--- config.mk ---
export PLATFORM = sky130hd
export DESIGN_NAME = bmc_store
export DESIGN_NICKNAME = d
export VERILOG_FILES = /design/src/design/bmc_pkg.sv /design/src/design/bmc_store.sv
export SDC_FILE = /design/constraint.sdc
export NUM_CORES = 2
export LEC_CHECK = 0
export ABC_AREA = 1
export BUFFER_PORTS_ARGS = -buffer_cell sky130_fd_sc_hd__buf_2
export CAP_MARGIN = 20
export CORE_UTILIZATION = 35
export DETAILED_ROUTE_END_ITERATION = 6
export PLACE_DENSITY = 0.49
export SETUP_SLACK_MARGIN = 0.2
export SYNTH_ARGS = -nofsm -noshare
export SYNTH_HDL_FRONTEND = slang
export SYNTH_SLANG_ARGS = --single-unit
--- constraint.sdc ---
create_clock -name clk -period 4.5 [get_ports clk]
set_clock_uncertainty 0.2 [all_clocks]
set_input_delay 0.45 -clock clk [delete_from_list [all_inputs] [get_ports clk]]
set_output_delay 0.45 -clock clk [all_outputs]
set_load 0.01 [all_outputs]
--- src/design/bmc_pkg.sv ---
// Shared types, operation codes and defaults for the bitset membership unit.
package bmc_pkg;

  localparam int CAPACITY_DEF = 4096;
  localparam int WORD_W       = 64;
  localparam int BIT_IDX_W    = 6;
  localparam int ELEM_W       = 12;
  localparam int COUNT_W      = 13;
  localparam int ADD_W        = 7;

  localparam logic [1:0] FN_ADD      = 2'd0;
  localparam logic [1:0] FN_REMOVE   = 2'd1;
  localparam logic [1:0] FN_CONTAINS = 2'd2;
  localparam logic [1:0] FN_UNION    = 2'd3;

  typedef struct packed {
    logic [1:0]           func;
    logic [ELEM_W-1:0]    elem;
    logic [BIT_IDX_W-1:0] word_index;
    logic [WORD_W-1:0]    other_word;
  } in_t;

  typedef struct packed {
    logic               was_member;
    logic [COUNT_W-1:0] set_size;
  } out_t;

  typedef struct packed {
    logic [1:0]           func;
    logic                 hit;
    logic [BIT_IDX_W-1:0] bit_idx;
    logic [WORD_W-1:0]    other;
  } op_t;

  typedef struct packed {
    logic               wr_en;
    logic [WORD_W-1:0]  wr_word;
    logic               was_member;
    logic [ADD_W-1:0]   add_cnt;
    logic               sub_one;
  } upd_t;

endpackage

--- src/design/bmc_store.sv ---
// Word store with per-row valid bits and write-to-read forwarding.
module bmc_store
  import bmc_pkg::*;
#(
  parameter int AW = 6
) (
  input  logic              clk,
  input  logic              rst_n,
  input  logic              rd_en,
  input  logic [AW-1:0]     rd_addr,
  input  logic              wr_en,
  input  logic [AW-1:0]     wr_addr,
  input  logic [WORD_W-1:0] wr_data,
  output logic [WORD_W-1:0] rd_data
);

  localparam int ROWS = 1 << AW;

  logic [WORD_W-1:0] mem [ROWS];
  logic [ROWS-1:0]   row_vld_r;
  logic [WORD_W-1:0] rd_q_r;
  logic              rd_vld_r;
  logic              fwd_hit_r;
  logic [WORD_W-1:0] fwd_word_r;

  always_ff @(posedge clk) begin
    if (wr_en) begin
      mem[wr_addr] <= wr_data;
    end
    if (rd_en) begin
      rd_q_r     <= mem[rd_addr];
      fwd_word_r <= wr_data;
    end
  end

  always_ff @(posedge clk) begin
    if (!rst_n) begin
      row_vld_r <= '0;
      rd_vld_r  <= 1'b0;
      fwd_hit_r <= 1'b0;
    end else begin
      if (wr_en) begin
        row_vld_r[wr_addr] <= 1'b1;
      end
      if (rd_en) begin
        rd_vld_r  <= row_vld_r[rd_addr];
        fwd_hit_r <= wr_en && (wr_addr == rd_addr);
      end
    end
  end

  assign rd_data = fwd_hit_r ? fwd_word_r : (rd_vld_r ? rd_q_r : '0);

endmodule

**Yosys cells after proc, flatten, opt, wreduce, memory -nomap -nowiden**

Memory sizes are Yosys's and may differ from the RTL's. A register that Yosys moved wholly into a read port is not among the register bits.
Cells that the tools add are included.

- Output and inout bits: 64
- Input port bits: 80
- Memory bits (writable): 4096
- Logic and storage cells: 20
- Memories kept: 1
- Bits in registers: 130

- Equal/unequal tests: 1
- $lt $le $gt $ge: 3
- Reduce and logical (&&, ||, !) cells: 2
- Multiplexer cells: 8
- Bitwise operators: 1

Memories:

| name | depth | width | read ports | clocked after Yosys merged registers in | write ports | RTL line | text |
|---|---|---|---|---|---|---|---|
| mem | 64 | 64 | 1 | 1 | 1 | bmc_store.sv:19 | `logic [WORD_W-1:0] mem [ROWS];` |

Operators by type and width:

| operator | count |
|---|---|
| 2-to-1 mux 64 bit | 2 |
| bitwise OR 64 bit | 1 |
| < comparator 6 x 7 -> 1 bit (second input constant) | 2 |
| binary-select mux 1 bit (select 6 bit) | 1 |
| demux 1 bit (select 6 bit) | 1 |
| == test 6 bit | 1 |
| greater-or-equal comparator 6 x 1 -> 1 bit (second input constant) | 1 |
| 2-to-1 mux 1 bit | 4 |
| logical AND 1 bit | 2 |

**Longest topological paths before layout**

- Word-level depth: 5
- Depth in mapped cells: 15
- Gate-level depth less buffers: 11

**Worst setup path after synthesis**

No wires, ideal clock.

- Kind: in2reg
- Start: in wr_en
- End: mem mem[55][0] (enable)
- Data arrival time: 3.683 ns
- Required time: 3.812 ns
- Stages on the path: 4
- Library setup time: 0.488 ns
- Slack: 0.129 ns
- Buffers on the path: 0
- Path through: clkinv_1 > nor3_1 > inv_1 > nor2_1

- Longest elaborated chain between the ends: 2

Ends and longest elaborated chain:

| item | RTL line | text |
|---|---|---|
| start, declared | bmc_store.sv:11 | `input logic wr_en,` |
| 2-to-1 mux 1 bit | bmc_store.sv:27 | `if (wr_en) begin` |
| 2-to-1 mux 1 bit (implied by the code) | bmc_store.sv:28 | `mem[wr_addr] <= wr_data;` |
| end, declared | bmc_store.sv:19 |  |

No other way between the ends.

**Final worst setup path**

- Start: reg fwd_hit_r
- End: out rd_data[27]

- Longest elaborated chain between the ends: 1

Ends and longest elaborated chain:

| item | RTL line | text |
|---|---|---|
| start, declared | bmc_store.sv:23 | `logic fwd_hit_r;` |
| start signal, assigned | bmc_store.sv:47 | `fwd_hit_r <= wr_en && (wr_addr == rd_addr);` |
| 2-to-1 mux 64 bit | bmc_store.sv:52 | `assign rd_data = fwd_hit_r ? fwd_word_r : (rd_vld_r ? rd_q_r : '0);` |
| end, declared | bmc_store.sv:14 | `output logic [WORD_W-1:0] rd_data` |

No other way between the ends.

==> results by group <==
Run status
  • Status: completed

Routing
  • DRT iter0 DRCs: roughly 13000
  • Vias/cell: between 5 and 6
  • Drt drc: 0
  • Via count: approximately 110k
  • Routed wire length: 606000 um
  • Final ANT Viol Nets: 0
  • TritonRoute pass-1 iters: 6
  • Routed length per instance: between 30 and 40 um

Clocking
  • Clk buf depth: 4
  • CTS tree: done
  • CTS Buf Count: around 440
  • Post-CTS setup buffers: 0
  • Clock sinks: approximately 4300
  • Clock Latency Late Sink: 1.03 ns
  • Worst-path clk slew: roughly 0.060 ns
  • CTS H-Tree Depth: 5
  • CTS root buf: clkbuf_16
  • CTS Hold Bufs: 68
  • Post_cts resized: 0

STA
  • Slew @ Worst Pin: 1.16 ns
  • Minimum clock period: 4.21 ns
  • Relative slew slack: 22.6%
  • Fin. Hold Viols: 0
  • Slew Limit Fails: 0
  • Fmax: 0.238 GHz
  • Hold slack: 0.116 ns
  • Final setup TNS: 0 ns
  • # setup viols final: 0
  • Unrepaired setup endpoints after global routing: no
  • Final period utilization: between 90 and 100%

Hold path
  • Hold crit path type: in -> reg

Global routing
  • Met2 Use GR: 38.7%
  • Vias in the first global route: 104000
  • GRT busiest layer: met2
  • First-pass GRT wire length: 838000 um
  • Initial antenna violation count: 65
  • Met1 Use GR: 34.3%
  • Total Routing Usage GR: 24.3%
  • GR Overflow Total: 0
  • Largest net degree at the start of global routing: 182
  • Global routing usage on met3: 3.99%

Die
  • Die footprint: 484000 sq um
  • Row count: 254
  • Initial Utilization: 35.2%
  • Die Y: 696 um
  • Area of the core: about 480000 sq um
  • Chip width: 696 um
  • I/O pins: 144

Placed design
  • Dpl cell area: 178000 sq um
  • Detail Placement HPWL: approximately 300000 um
  • Port Buffers: 143
  • GP Congestion: 0.781

Power
  • Switch share: a little under a quarter
  • Switching power: just under 20 mW
  • PwrDens: 443 nW/um^2
  • Clk network pwr share: 42.2%
  • Logic pwr share: ~6%
  • P_int: 65.9 mW
  • Worst VDD drop: 0.000344 V
  • Static Leakage: approximately 63 nW
  • Seq pwr share: 51.8%

Worst setup path
  • Worst endpoint required time: 3.85 ns
  • Crit end category: output pin
  • Crit path arrival time: 3.56 ns
  • CP Cell Sequence: buf_4, buf_4, nand2_1, nand2_1, buf_2
  • Crit Path Max Fanout: 37
  • Slowest library cell on the worst path: buf_4
  • CP Buf/Inv Count: 3
  • Worst path max stage delay: 0.82 ns
  • Startpoint types: flip-flop
  • Delay-heaviest family, CP: buffers and inverters
  • CP Class: reg -> out

Flow run
  • Max Cap Viol: 0

Synthesis
  • Largest area contributor in the netlist: edfxtp_1
  • Cells after synthesis: 13100
  • Fraction of registers with async set/reset: 0%
  • Share of the yosys chip area belonging to registers: roughly three quarters
  • Synth Register Bits: 4290
  • Cell Area, Synth: 168000 sq um
  • Post-synth top flop: edfxtp_1
  • Syn_nets: 13200
  • EDFF count, synth: 4224
  • Distinct cell type count after synthesis: 26
  • Top post-synthesis cells by area: edfxtp_1 75%, o21ai_0 5.6%, nor2_1 4.7%
  • Share of the synthesized area in the top cell type: 75.3%
  • Avg Cell Area, Syn: 12.8 sq um
  • Yosys warning count: 0

Finish
  • Most common cell after layout, fill and taps aside: edfxtp_1
  • Layout filler cell count: 44900
  • Util after Layout: between 40% and 50%
  • Post-route cell area: 193000 sq um
  • Most frequent cells in the layout: 4224 x edfxtp_1, 2063 x nor2_1, 1877 x o21ai_0, 1609 x nand2_1, 1021 x nand3_1
  • Synthesis-to-layout area growth: 14.9%
  • Layout cells sized above 1: 8.99%
  • Final nets: ~13000
sequential cells by signal (all words and copies together), names as in the netlist:
name,cells
fwd_hit_r,1
fwd_word_r,64
mem,4096
rd_q_r,64
rd_vld_r,1
row_vld_r,64
per-layer routing:
layer	part of all wire, %	routed length, um
met3	8.1	49000
met5	0.032	194
met1	43	258000
met2	46	279000
met4	3.2	19700
power by group through the flow:
stage	Clock (mW)	Sequential, mW	Combinational (mW)
2_1_floorplan	0	45.2	2.69
3_3_place_gp	0	45.3	4.95
3_5_place_dp	0	45.3	4.96
4_1_cts	36.6	44.4	5.04
5_1_grt	38.0	44.4	5.54
6_report	36.1	44.4	5.11
synth_stat cells (89+ instances only):
cell,count
buf_4,106
nand3_1,1021
inv_1,99
clkbuf_1,541
o21ai_0,1877
buf_2,151
nand2_1,1609
o22ai_1,961
edfxtp_1,4224
buf_1,89
o21ai_1,107
nor2_1,2127
worst register-to-register path, stage by stage, from the launching register on:
cell and delay, ns:
dfxtp_4 0.35, inv_4 0.55, buf_4 0.45, nor2_1 0.08
nor2_1 0.22, nor2_1 0.06
worst paths after layout:
kind | start | to | slack (ns) | cells past startpoint
setup / recovery | fwd_hit_r$_SDFFE_PN0P_ | rd_data[27] | 0.29 | 5
hold / removal | wr_data[60] | mem[57][60]$_DFFE_PP_ | 0.12 | 2
setup reg to reg | fwd_hit_r$_SDFFE_PN0P_ | fwd_hit_r$_SDFFE_PN0P_ | 2.48 | 5
hold reg to reg | row_vld_r[45]$_SDFFE_PN0P_ | row_vld_r[45]$_SDFFE_PN0P_ | 0.27 | 2
area by class of cell:
type                            instances  area (sq um)  share of cell area, %
Clock buffer                          562         11700                   6.06
Sequential cell                      4290        128000                   66.2
Clock inverter                        241          2250                   1.16
Timing Repair Buffer                  616          6820                   3.53
Antenna cell                           21          52.6                 0.0272
Inverter                              104           454                  0.235
Tap cell                             6400          8010                   4.14
Multi-Input combinational cell       7787         36000                   18.6
metrics by stage:
stage                     setup WS, ns  std cells  power (mW)
after global routing             0.349      20000        88.0
after detailed placement          1.16      19100        50.2
after global placement            1.17      19100        50.2
final                            0.293      20000        85.6
after CTS                        0.275      20000        86.1
after floorplan                  0.136      13100        47.9
cell families (layout without fill, tap and decap cells):
family          Yosys count  in the layout  share of synthesized area (%)
compound gates         3011           3011                           9.66
xor+xnor                  3              3                         0.0156
buf+inv                1040           1523                           2.83
flops                  4290           4290                           76.1
other cells               0             21                              0
simple gates           4773           4773                           11.4
Note: power is estimated with default switching activity, not from simulation.
