`src/design/bmc_pkg.sv`:
```
// Shared types, operation codes and defaults for the bitset membership unit.
package bmc_pkg;

  localparam int CAPACITY_DEF = 4096;
  localparam int WORD_W       = 64;
  localparam int BIT_IDX_W    = 6;
  localparam int ELEM_W       = 12;
  localparam int COUNT_W      = 13;
  localparam int ADD_W        = 7;

  localparam logic [1:0] FN_ADD      = 2'd0;
  localparam logic [1:0] FN_REMOVE   = 2'd1;
  localparam logic [1:0] FN_CONTAINS = 2'd2;
  localparam logic [1:0] FN_UNION    = 2'd3;

  typedef struct packed {
    logic [1:0]           func;
    logic [ELEM_W-1:0]    elem;
    logic [BIT_IDX_W-1:0] word_index;
    logic [WORD_W-1:0]    other_word;
  } in_t;

  typedef struct packed {
    logic               was_member;
    logic [COUNT_W-1:0] set_size;
  } out_t;

  typedef struct packed {
    logic [1:0]           func;
    logic                 hit;
    logic [BIT_IDX_W-1:0] bit_idx;
    logic [WORD_W-1:0]    other;
  } op_t;

  typedef struct packed {
    logic               wr_en;
    logic [WORD_W-1:0]  wr_word;
    logic               was_member;
    logic [ADD_W-1:0]   add_cnt;
    logic               sub_one;
  } upd_t;

endpackage

```
`src/design/bmc_update.sv`:
```
// Modify step: new word, prior membership and count change for one operation.
module bmc_update
  import bmc_pkg::*;
(
  input  op_t               op,
  input  logic [WORD_W-1:0] old_word,
  output upd_t              upd
);

  logic [WORD_W-1:0] bit_mask;
  logic [WORD_W-1:0] fresh;
  logic              was;

  always_comb begin
    bit_mask = WORD_W'(1) << op.bit_idx;
    fresh    = op.other & ~old_word;
    was      = op.hit && (op.func != FN_UNION) && old_word[op.bit_idx];
    upd            = '0;
    upd.was_member = was;
    upd.wr_word    = old_word;
    case (op.func)
      FN_ADD: begin
        upd.wr_en   = op.hit && !was;
        upd.wr_word = old_word | bit_mask;
        upd.add_cnt = ADD_W'(op.hit && !was);
      end
      FN_REMOVE: begin
        upd.wr_en   = was;
        upd.wr_word = old_word & ~bit_mask;
        upd.sub_one = was;
      end
      FN_UNION: begin
        upd.wr_en   = op.hit;
        upd.wr_word = old_word | op.other;
        upd.add_cnt = op.hit ? ADD_W'($countones(fresh)) : '0;
      end
      default: begin
        upd.wr_en = 1'b0;
      end
    endcase
  end

endmodule

```
`config.mk`:
```
export PLATFORM = sky130hd
export DESIGN_NAME = bmc_update
export DESIGN_NICKNAME = d
export VERILOG_FILES = /design/src/design/bmc_pkg.sv /design/src/design/bmc_update.sv
export SDC_FILE = /design/constraint.sdc
export NUM_CORES = 1
export LEC_CHECK = 0
export BUFFER_PORTS_ARGS = -buffer_cell sky130_fd_sc_hd__buf_2
export CAP_MARGIN = 0
export CORE_MARGIN = 2
export CORE_UTILIZATION = 40
export DETAILED_ROUTE_END_ITERATION = 7
export PLACE_DENSITY_LB_ADDON = 0.15
export SLEW_MARGIN = 20
export SYNTH_ARGS = -nofsm -noshare
export SYNTH_HDL_FRONTEND = slang
export SYNTH_SLANG_ARGS = --single-unit
```
`constraint.sdc`:
```
create_clock -name vclk -period 5.4
set_clock_uncertainty 0.2 [all_clocks]
set_input_delay 0 -clock vclk [all_inputs]
set_output_delay 0 -clock vclk [all_outputs]
set_load 0.02 [all_outputs]
```
### Word-level counts from Yosys, hierarchy flattened

Index checks and enable logic that the tools add are counted.

| storage, ports and cells | value |
|---|---|
| register bits after elaboration | 0 |
| input bits | 137 |
| output and inout bits | 74 |

| cells by class | value |
|---|---|
| add/subtract/negate cells | 63 |
| $lt $le $gt $ge | 1 |
| eq/ne operators | 3 |
| shifts and indexed selects | 1 |
| mux-type cells | 7 |
| bitwise gates (word level) | 6 |
| reduce and logical (&&, ||, !) cells | 5 |

Operator list:

| operator | count |
|---|---|
| $pmux 64 s3 | 1 |
| $and 64x64->64 | 2 |
| $not 64->64 | 2 |
| $or 64x64->64 | 2 |
| $add 1x1->2 | 32 |
| $shl 1x6->64 const A | 1 |
| $add 2x2->3 | 16 |
| $add 3x3->4 | 8 |
| $add 4x4->5 | 4 |
| $pmux 7 s2 | 1 |
| $add 5x5->6 | 2 |
| $add 6x6->7 | 1 |
| $lt 6x7->1 const B | 1 |
| $mux 7 | 1 |
| $bmux 1 s6 | 1 |
| $logic_and 1x1->1 | 3 |
| $pmux 1 s3 | 1 |
| $eq 2x1->1 const B | 1 |
| $eq 2x2->1 const B | 1 |
| $logic_not 2->1 | 1 |
| $mux 1 | 2 |
| $ne 2x2->1 const B | 1 |
| $logic_not 1->1 | 1 |

### Longest topological paths before layout

Gate-level depths: netlist of the first run.

| depth | value |
|---|---|
| word-level depth | 10 |
| gate-level depth with buffers | 22 |
| depth with buffers taken out | 22 |

### Worst setup path after synthesis of the first run

No wires, ideal clock.

| timing path | value |
|---|---|
| kind | input to output |
| start point | input old_word[45] |
| end point | output upd[5] (netlist bit) |
| arrival | 5,624 ps |
| required time | 5,200 ps |
| slack | -424 ps |
| cell stages on the path | 20 |
| cells stage by stage | inv_1 > nand2_1 > fa_1 > inv_1 > fa_1 > inv_1 > fa_1 > fa_1 > fa_1 > fa_1 > fa_1 > fa_1 > inv_1 > ha_1 > fa_1 > a21oi_1 > nor2_1 > nor2_1 > nor2b_1 > nor3_1 |

RTL lines:

| what | RTL line | source |
|---|---|---|
| start: declaration | bmc_update.sv:6 | `input logic [WORD_W-1:0] old_word,` |
| end: declaration | bmc_update.sv:7 | `output upd_t upd` |

==> metrics, run 1 <==
DR pass1 iterations 5; Ports 211; setup_tns -1820 ps; syn avg cell area 6.51 um^2; Slew HR 26.7%; switching pwr ~0.0019 W; PortBufs 211; failing checks negative setup slack; CP Max Fanout 2; Final period util 108%; met2 wire length 9380 um; n_diodes 0; Worst EP required 5200 ps; Power Density 593 nW/um^2; FILL cells 1162; vias 5905; Max VDD drop between 0.002 and 0.0025 V; area leader, netlist fa_1; Seq pwr share 0%; initial core utilization 41.3%; ANT nets after route 0; total gr overflow 0; RD Place Congestion 0.933; Slew @ Worst Pin between 1000 and 1500 ps; Comb power frac 100.0%; hold_buf cts 0; Synth top cells by count 136 x a21oi_1, 125 x nand2_1, 83 x inv_1, 69 x nor2_1, 54 x fa_1; vias in the first global route 5546; die area 12700 um^2; Core Rows 39; M1 WL approximately 7900 um; clock buffer count 0; highest routed layer met4; first-pass GRT wire length 29800 um; Critical Path Sink Type output pin; most common cell in the netlist a21oi_1; Layout Nets between 1000 and 1500; setup ws final -443 ps; DP Area about 6000 um^2; status complete, but fails checks; seq_cells 0; dpl cells 1071; DRC 0; RSZ-0062 raised after global routing true; Core Area 11500 um^2; register area share after synthesis 0%; Synth area leaders fa_1 23%, a21oi_1 14%, nand2_1 9.9%, inv_1 6.6%, nor2_1 5.5%; Ys Warns 0; # Max-Cap Violations 0; Worst Hold Slack 177 ps; crit path kind in -> out; pre-CTS setup slack -517 ps; final non-filler cell total between 1000 and 1500; synthesized instance count 728; switch share 49.6%; Cell Area, Synth 4740 um^2; worst min path class in -> out; Final Max Slew Viols 0; WP data arrival around 5600 ps; Wirelength per Cell ~18 um; Distinct cells, synth 37; ratio of cells with drive above 1 in the final layout 34.7%; final WL 19500 um; fmax around 170 MHz; hpwl dp 15500 um; antenna violations before repair 0; LEAKAGE 3.18 nW; minimum clock period 5840 ps; register area 0 um^2; Via-to-Cell Ratio about 5.5; Routed met3 length 1880 um; Hold Fails Final Rpt 0; area grow syn2layout 34.5%; Clock Power Share 0%; Worst setup SP type primary input; area occupied by multi-input gates 4430 um^2; Iteration-0 DRC Markers 568; Mapped Nets approximately 940; height of the die about 110 um; Pint 0.00191 W; Final setup viols 6; Overall Global Routing Usage between 20% and 30%; largest net degree at the start of global routing 79; final instance area around 6400 um^2; share of the synthesized area in the top cell type 22.8%; Die X approximately 110 um
-- metrics by stage --
step	total power (W)	utilization (%)
2_1_floorplan	0.00225	-
3_3_place_gp	0.00325	53.3
3_5_place_dp	0.00326	53.3
4_1_cts	0.00359	54.6
5_1_grt	0.00412	55.6
6_report	0.00378	55.6
-- timing repair --
action / 4_1_cts / 5_1_grt
cloned: 0 / 0
resized for setup: 38 / 29
pin swaps: 15 / 22
setup buffers: 1 / 4
endpoints found under the setup margin: 6 / 6
-- layer usage --
metal  GRT usage (%)  vias to the layer above
met1            42.1                     2715
met3            4.12                       32
met2            49.0                      319
met4            4.39                        0
met5               0                        -
li1                -                     2839
-- logic make-up after synthesis --
group           after synthesis  share of synthesized area [%]
simple gates                273                           25.5
compound gates              229                           26.4
buf+inv                     134                           11.5
fa+ha+maj                    73                           27.8
mux                          16                           8.24
xor+xnor                      3                          0.554
-- worst paths after layout --
path / startpoint / to / slack (ps) / depth (start not counted)
max: op[53] / upd[7] / -440 / 21
min: op[70] / upd[1] / 180 / 4
-- worst max-delay path, cell delays in order --
cell	delay (ps)
buf_6	90
nor2b_4	120
fa_1	510
fa_2	620
inv_2	40
fa_1	460
fa_1	520
fa_1	460
fa_1	580
fa_1	440
fa_1	510
inv_2	50
ha_4	160
fa_2	360
a21oi_2	170
nor2_2	60
nor2_1	110
nor2b_2	70
o21ai_2	130
a21oi_2	70
buf_6	130
-- power by group through the flow --
stage          clock [W]  sequential, W  combinational [W]
2_1_floorplan          0              0            0.00225
3_3_place_gp           0              0            0.00325
3_5_place_dp           0              0            0.00326
4_1_cts                0              0            0.00359
5_1_grt                0              0            0.00412
6_report               0              0            0.00378
-- placed cells by master, fill, tap and decap left out, drive strengths merged, types with 5 or more instances in the layout --
| cell | Yosys | routed |
|---|---|---|
| o22ai | 37 | 37 |
| nor2 | 69 | 69 |
| nor2b | 41 | 41 |
| nor3 | 10 | 10 |
| mux4 | 16 | 16 |
| and2 | 5 | 5 |
| a21oi | 136 | 136 |
| nand2 | 126 | 126 |
| ha | 19 | 19 |
| o21ai | 41 | 41 |
| inv | 83 | 83 |
| fa | 54 | 54 |
| nand2b | 17 | 17 |
| buf | 12 | 255 |
| a22oi | 8 | 8 |
-- layout make-up --
cell class,count,area share (%)
Multi-Input combinational cell,594,69.4
Timing Repair Buffer,255,22.9
Inverter,83,4.89
Tap cell,143,2.81
(Power assumes the default switching activity.)
==> run 2, diff against run 1 <==
--- a/config.mk
+++ b/config.mk
@@ -7,10 +7,10 @@
 export LEC_CHECK = 0
 export BUFFER_PORTS_ARGS = -buffer_cell sky130_fd_sc_hd__buf_2
 export CAP_MARGIN = 0
-export CORE_MARGIN = 2
+export CORE_MARGIN = 3
 export CORE_UTILIZATION = 40
 export DETAILED_ROUTE_END_ITERATION = 7
-export PLACE_DENSITY_LB_ADDON = 0.15
+export PLACE_DENSITY = 0.75
 export SLEW_MARGIN = 20
 export SYNTH_ARGS = -nofsm -noshare
 export SYNTH_HDL_FRONTEND = slang
==> run 2 against run 1 <==
The run still ends with negative setup slack left. Sequential share of layout area is the same. Core utilization grew 0.10 points. First-iteration DRC count rose by 29%. Routed wire length up 1.9%. Critical path depth shrank 1. Clock-buffer cell count unchanged. Die area increased by 3.6%. Non-clock buffer count stayed put. Global-route usage shrank 1.4 points. Hold slack better by 8.2 ps. Critical path type unchanged.
==> metrics, run 2 (synthesized netlist as in run 1, its figures left out) <==
n_diodes 0 (unchanged); final instance area 6410 um^2 (+0.61%); RSZ-0062 raised after global routing true; PortBufs 211 (unchanged); FILL cells 1164 (+0.17%); DRC 0 (unchanged); RD Place Congestion 0.963 (+3.2%); DP Area 6130 um^2 (+0.25%); Ports 211 (unchanged); failing checks negative setup slack; Layout Nets 1144 (unchanged); Power Density 636 nW/um^2 (+7.1%); vias 6086 (+3.1%); Core Area 11500 um^2 (+0.43%); ANT nets after route 0 (unchanged); Worst setup SP type primary input; Hold Fails Final Rpt 0 (unchanged); height of the die 115 um (+1.8%); Slew HR 38.0% (+11 points); Worst Hold Path Cells 4 (unchanged); final WL 19900 um (+1.9%); ratio of cells with drive above 1 in the final layout 35.7% (+1.1 points); LEAKAGE 3.18 nW (+0.26%); most frequent cells in the layout 195 x buf_2, 131 x a21oi_1, 122 x nand2_1; Max VDD drop 0.00133 V (-42%); DR pass1 iterations 6 (+1); Final Max Slew Viols 0 (unchanged); first-pass GRT wire length 29400 um (-1.5%); WP data arrival 5730 ps (+90 ps); clock buffer count 0 (unchanged); commonest non-fill, non-tap cell in the layout buf_2; CP Max Fanout 2 (unchanged); Final period util 110% (+1.6 points); setup ws final -528 ps (-84.6 ps); vias in the first global route 5756 (+3.8%); Critical Path Sink Type output pin; Die X 115 um (+1.8%); initial core utilization 41.2% (-0.18 points); # Max-Cap Violations 0 (unchanged); Final setup viols 6 (unchanged); Core Rows 39 (unchanged); Wirelength per Cell 18.5 um (+1.9%); status complete, but fails checks; Via-to-Cell Ratio 5.66 (+3.1%); fmax 169 MHz (-1.4%); hpwl dp 15700 um (+1.2%); area grow syn2layout 35.3%; total gr overflow 0 (unchanged); minimum clock period 5930 ps (+84.6 ps); Slew @ Worst Pin 928 ps (-161 ps); die area 13200 um^2 (+3.6%); Iteration-0 DRC Markers 731 (+29%); Worst EP required 5200 ps (about the same); crit path kind in -> out; total power 0.00408 W (+7.8%); min-delay src old_word[34]; seq_cells 0 (unchanged); largest net degree at the start of global routing 80 (+1.3%); register area 0 um^2 (unchanged); Overall Global Routing Usage 28.2% (-1.4 points); Worst Hold Path EP upd[43]; antenna violations before repair 0 (unchanged); worst min path class in -> out
-- run 2: cell types whose count changed in the layout (fill, tap and decap cells not counted), moves of 2 or more --
cell     previous run  this run
a21oi_1           133       131
a21oi_2             3         5
buf_2             198       195
buf_6              10        12
fa_1               45        41
fa_2                9        13
inv_1              72        67
inv_2              11        15
-- run 2: area by class of cell --
type                       count  area (um^2)  share of cell area, %
timing repair buffer         255         1480                   23.1
inverter                      83          314                   4.90
tap                          143          179                   2.79
multi-input combinational    594         4440                   69.2
-- run 2: timing repair --
item | CTS | global route
resized for setup | 48 | 35
setup endpoints to repair | 7 | 7
hold buffers | 0 | 0
buffers inserted | 3 | 1
pin swaps | 29 | 27
-- run 2: worst max-delay path, stage by stage --
cell and delay [ps]:
buf_2 100, nor2b_2 150, fa_1 480, fa_2 550, inv_2 40, fa_1 460
fa_1 580, fa_1 460, fa_2 590, fa_2 440, fa_1 520, inv_2 60
ha_4 170, fa_2 350, buf_4 150, buf_4 120, buf_6 110, xnor2_2 120
nor2_1 120, buf_4 150
-- run 2: metal layers --
metal | track usage, % | vias up | part of all wire (%)
met1 | 37.4 | 2850 | 40
met5 | 0 | - | 0
met4 | 5.79 | 0 | 2.6
li1 | - | 2832 | -
met3 | 4.00 | 44 | 9.4
met2 | 48.9 | 360 | 48
-- run 2: where the power goes --
group	total (W)	switching [W]	leakage, nW	internal [W]
Sequential	0	0	0	0
Combinational	0.00408	0.00195	3.18	0.00213
Clock	0	0	0	0
-- run 2: how the worst max path moves through the flow --
stage	startpoint	endpoint	slack [ps]	depth (start not counted)
finish	op[49]	upd[3]	-530	20
global route	op[27]	upd[7]	-660	21
CTS	op[11]	upd[7]	-490	21
detailed placement	op[47]	upd[6]	-550	21
global placement	op[53]	upd[6]	-480	20
floorplan	old_word[17]	upd[5]	-80	19
-- run 2: stage by stage --
| step | cells | hold WS [ps] | utilization [%] | setup TNS (ps) | worst slack, ps |
|---|---|---|---|---|---|
| finish | 1075 | 186 | 55.7 | -2380 | -528 |
| detailed placement | 1073 | 179 | 53.2 | -2620 | -550 |
| CTS | 1074 | 179 | 54.6 | -2170 | -492 |
| global route | 1075 | 195 | 55.7 | -3270 | -664 |
| floorplan | 728 | -62.9 | - | -145 | -82.0 |
| global placement | 1073 | 175 | 53.2 | -2240 | -482 |
==> run 3, diff against run 2 <==
--- a/config.mk
+++ b/config.mk
@@ -7,6 +7,7 @@
 export LEC_CHECK = 0
 export BUFFER_PORTS_ARGS = -buffer_cell sky130_fd_sc_hd__buf_2
 export CAP_MARGIN = 0
+export CORE_ASPECT_RATIO = 1.1
 export CORE_MARGIN = 3
 export CORE_UTILIZATION = 40
 export DETAILED_ROUTE_END_ITERATION = 7
==> run 3 against run 2 <==
The run still ends with negative setup slack left. Setup slack improved by 88 ps. Non-clock buffer count is 1 lower. Core utilization is 0.35 points lower. Clock-buffer cell count did not move. Die area about the same. Combinational power is 6.4% lower. Maximum frequency increased by 1.5%. Power down 6.3%. First-iteration DRC count shrank 12%. Critical path depth rose by 1. Largest cell class unchanged. Flip-flop and latch count unchanged.
==> metrics, run 3 (synthesized netlist as in run 1, its figures left out) <==
status complete, but fails checks; failing checks negative setup slack; Wirelength per Cell 18.2 um (-1.7%); Final period util 108% (-1.6 points); area grow syn2layout 34.7%; M2 GR Usage 48.4% (-0.55 points); antenna violations before repair 0 (unchanged); DRC 0 (unchanged); Via-to-Cell Ratio 5.61 (-0.90%); WP data arrival 5640 ps (-90 ps); Max VDD drop 0.00154 V (+16%); Iteration-0 DRC Markers 642 (-12%); most used routing layer met2; fmax 171 MHz (+1.5%); Worst Hold Path EP upd[69]; # Max-Cap Violations 0 (unchanged); final core area utilization 55.3% (-0.35 points); vias in the first global route 5674 (-1.4%); Final setup viols 6 (unchanged); slowest cell on the critical path fa_1; Power Density 598 nW/um^2 (-6.0%); die area 13200 um^2 (about the same); first-pass GRT wire length 29300 um (-0.14%); register area 0 um^2 (unchanged); ratio of cells with drive above 1 in the final layout 35.8% (+0.038 points); GRT met1 Usage 38.0% (+0.59 points); crit path kind in -> out; n_diodes 0 (unchanged); met3 Resource Use GR 4.79% (+0.79 points); vias 6065 (-0.35%); Worst EP required 5200 ps (about the same); CP dominant cell by count fa_2; LEAKAGE 3.17 nW (-0.58%); DR pass1 iterations 8 (+2); RSZ-0062 raised after global routing true; minimum clock period 5840 ps (-87.7 ps); commonest non-fill, non-tap cell in the layout buf_2; Overall Global Routing Usage 28.7% (+0.52 points); PortBufs 211 (unchanged); CP Max Fanout 2 (unchanged); clock buffer count 0 (unchanged); Die X 110 um (-4.4%); initial core utilization 41.1% (-0.094 points); CP startpoint op[15]; Hold Fails Final Rpt 0 (unchanged); Slew @ Worst Pin 996 ps (+67.4 ps); Critical Path Sink Type output pin; worst min path class in -> out; Crit path largest cell delay 580 ps (about the same); Layout Nets 1143 (-0.087%); height of the die 120 um (+4.6%); Worst Hold Path Cells 4 (unchanged); min-delay src old_word[60]; final non-filler cell total 1081 (+0.56%); worst path cell trace buf_2 -> nor2b_4 -> fa_1 -> fa_1 -> inv_2 -> fa_2 -> fa_2 -> fa_2 -> fa_2 -> fa_2 -> fa_1 -> inv_2 -> ha_4 -> fa_2 -> a21oi_2 -> nor2_1 -> nor2_1 -> nor2b_1 -> o21ai_1 -> a21oi_2 -> buf_6; dpl cells 1079 (+0.56%); Final Max Slew Viols 0 (unchanged); Slew HR 33.0% (-5.0 points); largest net degree at the start of global routing 82 (+2.5%); total gr overflow 0 (unchanged); Ports 211 (unchanged); Core Area 11500 um^2 (+0.23%); final WL 19700 um (-1.2%); hpwl dp 15800 um (+0.20%); seq_cells 0 (unchanged); Core Rows 41 (+5.1%); DP Area 6130 um^2 (about the same); Worst setup SP type primary input; setup ws final -440 ps (+87.7 ps); most frequent cells in the layout 198 x buf_2, 133 x a21oi_1, 123 x nand2_1; ANT nets after route 0 (unchanged); hold_buf cts 0 (unchanged); RD Place Congestion 0.937 (-2.7%); final instance area 6380 um^2 (-0.41%)
## run 3: worst max path at each step
| stage | to | slack (ps) |
|---|---|---|
| after floorplan | upd[5] | -80 |
| after CTS | upd[7] | -460 |
| after global placement | upd[6] | -490 |
| after detailed placement | upd[6] | -510 |
| after global routing | upd[7] | -570 |
| final | upd[7] | -440 |
## run 3: worst max-delay path: cells and delay by family
family          cells  cell delay (ps)
fa+ha+maj          10             4640
buf+inv             4              340
simple gates        4              340
compound gates      3              350
## run 3: routing by layer
metal  wire (um)  part of all wire [%]
met1        7480                    38
met4         589                   3.0
met5           0                     0
met3        2030                    10
met2        9560                    49
## run 3: cell type report
class,count,area (um^2)
timing repair buffer,254,1450
inverter,83,312
fill,1150,5160
multi-input combinational,594,4440
tap,150,188
## run 3: power by group
group / internal (W) / switching [W]
Sequential: 0 / 0
Combinational: 0.00199 / 0.00183
Clock: 0 / 0
## run 3: stage by stage
step	setup TNS, ps	total power, W	hold WS (ps)	worst slack (ps)
after floorplan	-145	0.00225	-62.9	-82.0
after CTS	-2040	0.00362	187	-460
final	-1990	0.00382	190	-440
after detailed placement	-2420	0.00322	184	-508
after global placement	-2330	0.00319	180	-486
after global routing	-2750	0.00424	204	-568
## run 3: timing repair
item | CTS | global route
setup buffers | 4 | 2
endpoints found under the setup margin | 7 | 7
pin swaps | 24 | 17
endpoints found under the hold margin | 0 | 0
gates resized for setup | 39 | 40
